<file path="src/iau_pkg.sv">
// Shared types and codes for the interval arithmetic unit.
// No dependencies; every other file but iau_if refers to this package by scoped name.
package iau_pkg;

  // Operation codes carried in func
  typedef enum logic [1:0] {
    FUNC_ADD = 2'd0,
    FUNC_SUB = 2'd1,
    FUNC_MUL = 2'd2,
    FUNC_NEG = 2'd3
  } func_t;

  // Result status codes
  typedef enum logic [1:0] {
    ST_OK       = 2'd0,
    ST_INVALID  = 2'd1,
    ST_OVERFLOW = 2'd2
  } status_t;

  // Control flags passed from the arithmetic stage to the reduce stage
  typedef struct packed {
    func_t func;
    logic  invalid;   // an operand interval has low above high
    logic  lin_ovf;   // overflow on the add/subtract/negate path
  } ctrl_t;

endpackage

</file>
<file path="src/iau_reduce.sv">
// Reduce stage: min/max of corner products, product overflow, status
// and zeroing of bounds on error. Depends on iau_pkg.
module iau_reduce #(
  parameter int WIDTH = 32
) (
  input  iau_pkg::ctrl_t           ctrl,
  input  logic [WIDTH-1:0]         lin_low,
  input  logic [WIDTH-1:0]         lin_high,
  input  logic [3:0][2*WIDTH-1:0]  prod,
  output logic [WIDTH-1:0]         res_low,
  output logic [WIDTH-1:0]         res_high,
  output iau_pkg::status_t         status
);

  logic [3:0]              fits;
  logic signed [2*WIDTH-1:0] mn01, mn23, mx01, mx23, mn, mx;
  logic                    ovf;
  logic [WIDTH-1:0]        lo, hi;

  // A product fits when its upper half is a sign extension of bit WIDTH-1
  always_comb begin
    for (int i = 0; i < 4; i++) begin
      fits[i] = (prod[i][2*WIDTH-1:WIDTH-1] == '0) || (prod[i][2*WIDTH-1:WIDTH-1] == '1);
    end
  end

  // Two-level min/max tree over the corners
  always_comb begin
    mn01 = ($signed(prod[1]) < $signed(prod[0])) ? $signed(prod[1]) : $signed(prod[0]);
    mn23 = ($signed(prod[3]) < $signed(prod[2])) ? $signed(prod[3]) : $signed(prod[2]);
    mx01 = ($signed(prod[1]) > $signed(prod[0])) ? $signed(prod[1]) : $signed(prod[0]);
    mx23 = ($signed(prod[3]) > $signed(prod[2])) ? $signed(prod[3]) : $signed(prod[2]);
    mn   = (mn23 < mn01) ? mn23 : mn01;
    mx   = (mx23 > mx01) ? mx23 : mx01;
  end

  // Pick path, then apply status
  always_comb begin
    if (ctrl.func == iau_pkg::FUNC_MUL) begin
      ovf = !(&fits);
      lo  = mn[WIDTH-1:0];
      hi  = mx[WIDTH-1:0];
    end else begin
      ovf = ctrl.lin_ovf;
      lo  = lin_low;
      hi  = lin_high;
    end
    if (ctrl.invalid) begin
      status   = iau_pkg::ST_INVALID;
      res_low  = '0;
      res_high = '0;
    end else if (ovf) begin
      status   = iau_pkg::ST_OVERFLOW;
      res_low  = '0;
      res_high = '0;
    end else begin
      status   = iau_pkg::ST_OK;
      res_low  = lo;
      res_high = hi;
    end
  end

endmodule

</file>
<file path="config.mk">
export PLATFORM = sky130hd
export DESIGN_NAME = iau_reduce
export DESIGN_NICKNAME = d
export VERILOG_FILES = /design/src/iau_pkg.sv /design/src/iau_reduce.sv
export SDC_FILE = /design/constraint.sdc
export NUM_CORES = 1
export LEC_CHECK = 0
export BUFFER_PORTS_ARGS = -buffer_cell sky130_fd_sc_hd__buf_4
export CELL_PAD_IN_SITES_DETAIL_PLACEMENT = 1
export CELL_PAD_IN_SITES_GLOBAL_PLACEMENT = 1
export CORE_MARGIN = 2
export CORE_UTILIZATION = 30
export DETAILED_ROUTE_END_ITERATION = 10
export GPL_ROUTABILITY_DRIVEN = 0
export GPL_TIMING_DRIVEN = 0
export PLACE_DENSITY_LB_ADDON = 0.3
export SYNTH_ARGS = -nofsm -noshare
export SYNTH_HDL_FRONTEND = slang
export SYNTH_SLANG_ARGS = --single-unit
</file>
<file path="constraint.sdc">
create_clock -name vclk -period 15.3
set_input_delay 0.765 -clock vclk [all_inputs]
set_output_delay 0.765 -clock vclk [all_outputs]
set_load 0.1 [all_outputs]
</file>
Word-level counts from Yosys, hierarchy flattened
Cells that the tools add are included.
Storage, ports and cells
  bits in registers: 0
  input bits: 324
  output and inout bits: 66
  word-level logic and storage cells: 36
Cells by class
  order comparisons: 6
  eq/ne operators: 5
  multiplexer cells: 15
  reduce and logical (&&, ||, !) cells: 10
Operator list (number)
  2-to-1 mux 32 bit: 8
  2-to-1 mux 64 bit: 4
  greater-than comparator 64 bit: 3
  less-than comparator 64 bit: 3
  equality test 33 bit (second input constant): 4
  zero test 33 bit: 4
  logical OR 1 bit: 4
  2-to-1 mux 2 bit: 2
  AND reduction 4 bit: 1
  equality test 2 bit (second input constant): 1
  zero test 1 bit: 1
  2-to-1 mux 1 bit: 1

Depth between registers and ports, before layout
  depth in word-level cells: 7
  mapped depth: 29
  depth with buffers taken out: 23

Worst setup path after synthesis
No wires, ideal clock.
  path type: input port to output port
  start: in prod[191] in the netlist's numbering
  end: out res_high[1]
  arrival time: 8.068 ns
  data required time: 14.535 ns
  path slack: 6.467 ns
  cell stages on the path: 27
  path buffers: 4
  path through: inv_1 -> ha_1 -> buf_4 -> nand3_2 -> nor4_2 -> nand3_1 -> or4_4 -> a31oi_4 -> a2111oi_4 -> xnor2_2 -> o21bai_1 -> buf_4 -> buf_4 -> mux2_1 -> ha_1 -> nand2_1 -> or3_1 -> or4_1 -> or3_1 -> nor2_1 -> o31ai_1 -> nand4_1 -> a31oi_1 -> mux2_4 -> clkbuf_1 -> o21ai_0 -> o21ai_0
On the way
  word-level cells in the longest chain between the ends: 7
  elaborated cells on any way between the ends: 13
  those cells by class: 2 x order compare; 1 x eq/ne; 6 x mux; 4 x reduce/logical
Ends and longest elaborated chain
  start: declaration: RTL line iau_reduce.sv:9  | input logic [3:0][2*WIDTH-1:0] prod,
  greater-than comparator 64 bit, or another cell as far along: RTL line iau_reduce.sv:32  | mx23 = ($signed(prod[3]) > $signed(prod[2])) ? $signed(prod[3]) : $signed(prod[2]);
  2-to-1 mux 64 bit or logical OR 1 bit (tied branches): RTL line iau_reduce.sv:32, iau_reduce.sv:23
  greater-than comparator 64 bit or AND reduction 4 bit (tied branches): RTL line iau_reduce.sv:34, iau_reduce.sv:40
  2-to-1 mux 32 bit or zero test 1 bit (tied branches): RTL line iau_reduce.sv:34, iau_reduce.sv:40
  2-to-1 mux 32 bit or 2-to-1 mux 1 bit (tied branches): RTL line iau_reduce.sv:39  | if (ctrl.func == iau_pkg::FUNC_MUL) begin
  2-to-1 mux 32 bit *: RTL line iau_reduce.sv:52  | end else if (ovf) begin
  2-to-1 mux 32 bit *: RTL line iau_reduce.sv:48  | if (ctrl.invalid) begin
  end: declaration: RTL line iau_reduce.sv:11  | output logic [WIDTH-1:0] res_high,
Mark *: on every way between the ends. The rest lies on a longest branch, timed or not.

Final worst setup path
  start: in prod[31] in the netlist's numbering
  end: out res_low[31]
On the way
  word-level cells in the longest chain between the ends: 7
  elaborated cells on any way between the ends: 13
  those cells by class: 2 x order compare; 1 x eq/ne; 6 x mux; 4 x reduce/logical
Ends and longest elaborated chain
  less-than comparator 64 bit, or another cell as far along: RTL line iau_reduce.sv:29  | mn01 = ($signed(prod[1]) < $signed(prod[0])) ? $signed(prod[1]) : $signed(prod[0]);
  2-to-1 mux 64 bit or logical OR 1 bit (tied branches): RTL line iau_reduce.sv:29, iau_reduce.sv:23
  less-than comparator 64 bit or AND reduction 4 bit (tied branches): RTL line iau_reduce.sv:33, iau_reduce.sv:40
  2-to-1 mux 32 bit or zero test 1 bit (tied branches): RTL line iau_reduce.sv:33, iau_reduce.sv:40
  2-to-1 mux 32 bit or 2-to-1 mux 1 bit (tied branches): RTL line iau_reduce.sv:39
  2-to-1 mux 32 bit *: RTL line iau_reduce.sv:52
  2-to-1 mux 32 bit *: RTL line iau_reduce.sv:48
  end: declaration: RTL line iau_reduce.sv:10  | output logic [WIDTH-1:0] res_low,
Marked as above.

==> reports/qor.csv <==
metric;value;unit
status;complete, no violations;
fin_nets;2512;
setup.worst_path.start_class;primary input;
slowest_delay;0.87;ns
syn_avg_cell_area;7.19;um^2
holdCritPathClass;primary input to output port;
syn_area;11100;um^2
routed_wl;57200;um
place_area;14600;um^2
row_count;70;
drt_iter0_drc;827;
dp_hpwl;50900;um
final_cell_mix;buf_4, ha_1, inv_1, nand2_1, a21oi_1;
static-leakage-power;7.50;nW
ys_top_cells_by_area;ha_1, mux2i_1, mux2_2, a21oi_1, nand4_1;
seq_area;0;um^2
vias_per_cell;5.74;
finalHoldViolations;0;
period_share;0.642;
mostFrequentLayoutCell;buf_4;
grt_pass1_wl;84900;um
design_area;14600;um^2
crit_path_max_fanout;10;
syn2layout_area_growth;32.0;%
vias;13802;
critPathCaptureType;output port;
drtPass1Iterations;6;
core_area;36500;um^2
arrival;9.06;ns
maxCapViolations;0;
placed_cells;2399;
grt_max_degree;11;
dp_slack;5.67;ns
drv_slew;0;
crit_type;primary input to output port;
syn_nets;2119;
die_w;196;um
post-route-drc-count;0;
min_to;status[1];
relSlewSlack;0.343;
synth_top_area_frac;0.288;
hold_ws;1.93;ns
hold_start;ctrl[1];
setup_viol;0;
drive_gt1_frac;0.264;
ys_types;58;
setup_tns;0;ns
pin_count;390;
rsz0062_at_grt;false;
powerDensity;66.1;nW/um^2
overflow;0;
start_util;0.303;
grt_pass1_vias;14427;
startpoint;prod[31];
postCtsHoldBufs;0;
max_clock_freq;0.102;GHz
fin_ws;5.47;ns
seq_cells;0;
antenna_found_initial;6;
ys_seq_area_frac;0;
cp.required;14.53;ns
routedWlPerCell;23.8;um
path_delay_family;compound AO/OA/AOI/OAI gates;
worstMarginPinSlew;0.976;ns
cts_setup_buffers;0;
postSynthCellCount;1540;
ant_nets;0;
cts_resized;0;
synth_area_leader_cell;ha_1;
min_path_cells;3;
worst-path-buf-inv;7;
synth_warnings;0;
fin_cells;2404;
min_period;9.83;ns
die_area;38500;um^2
port_buffers;390;
clock_buffers;0;
slowest_stage;nor4_1;
fp.dieH;196;um
vdd_drop_max;34.1;uV
grtUsageTotal;0.285;
nFillCells;4699;
[logic make-up after synthesis]
group	share of synthesized area
simple gates	0.221
compound gates	0.214
fa+ha+maj	0.288
mux	0.195
buf+inv	0.0775
xor+xnor	0.00373
[Yosys cell counts, types with 16 or more instances]
cell type / count
a21o_1: 61
a21oi_1: 124
and2_1: 31
clkbuf_1: 28
ha_1: 255
inv_1: 136
mux2_1: 25
mux2_2: 73
mux2i_1: 104
nand2_1: 135
nand2b_1: 20
nand3_1: 26
nand4_1: 92
nor2_1: 79
nor3_1: 16
nor4_1: 48
o21ai_0: 85
o21ai_1: 65
[worst max-delay path by stage]
stage / endpoint / slack, ns / cells after the start
final: res_low[31] / 5.47 / 28
after global routing: res_low[31] / 5.14 / 28
after CTS: res_low[31] / 5.65 / 28
after detailed placement: res_low[31] / 5.67 / 28
after global placement: res_low[31] / 5.62 / 28
after floorplan: res_high[1] / 6.47 / 27
[metal layers]
metal	up-vias	share of wire	routed length, um	GRT usage
met5	-	0	0	0
met4	0	0.032	1840	0.0811
met3	91	0.057	3280	0.0242
met2	504	0.47	26900	0.500
met1	6674	0.44	25100	0.371
li1	6533	-	-	-
[layout make-up]
type | instances | area, um^2 | area share
Multi-Input combinational cell | 1339 | 10200 | 0.699
Timing Repair Buffer | 391 | 2940 | 0.201
Tap cell | 468 | 586 | 0.0401
Inverter | 136 | 510 | 0.0349
Buffer | 65 | 348 | 0.0238
Antenna cell | 5 | 12.5 | 0.000856
[per-stage QoR]
stage                     total power, W   util
after detailed placement        0.000950  0.400
after global placement          0.000919  0.400
after floorplan                 0.000609      -
after CTS                       0.000954  0.400
final                           0.000967  0.400
after global routing             0.00105  0.400
[report_power, final]
group	internal (W)	leakage (nW)	switching [W]
Clock	0.0000000000437	0.0000317	0
Combinational	0.000384	7.49	0.000583
Sequential	0	0	0
Total	0.000384	7.50	0.000583
Note: power is estimated with default switching activity, not from simulation.
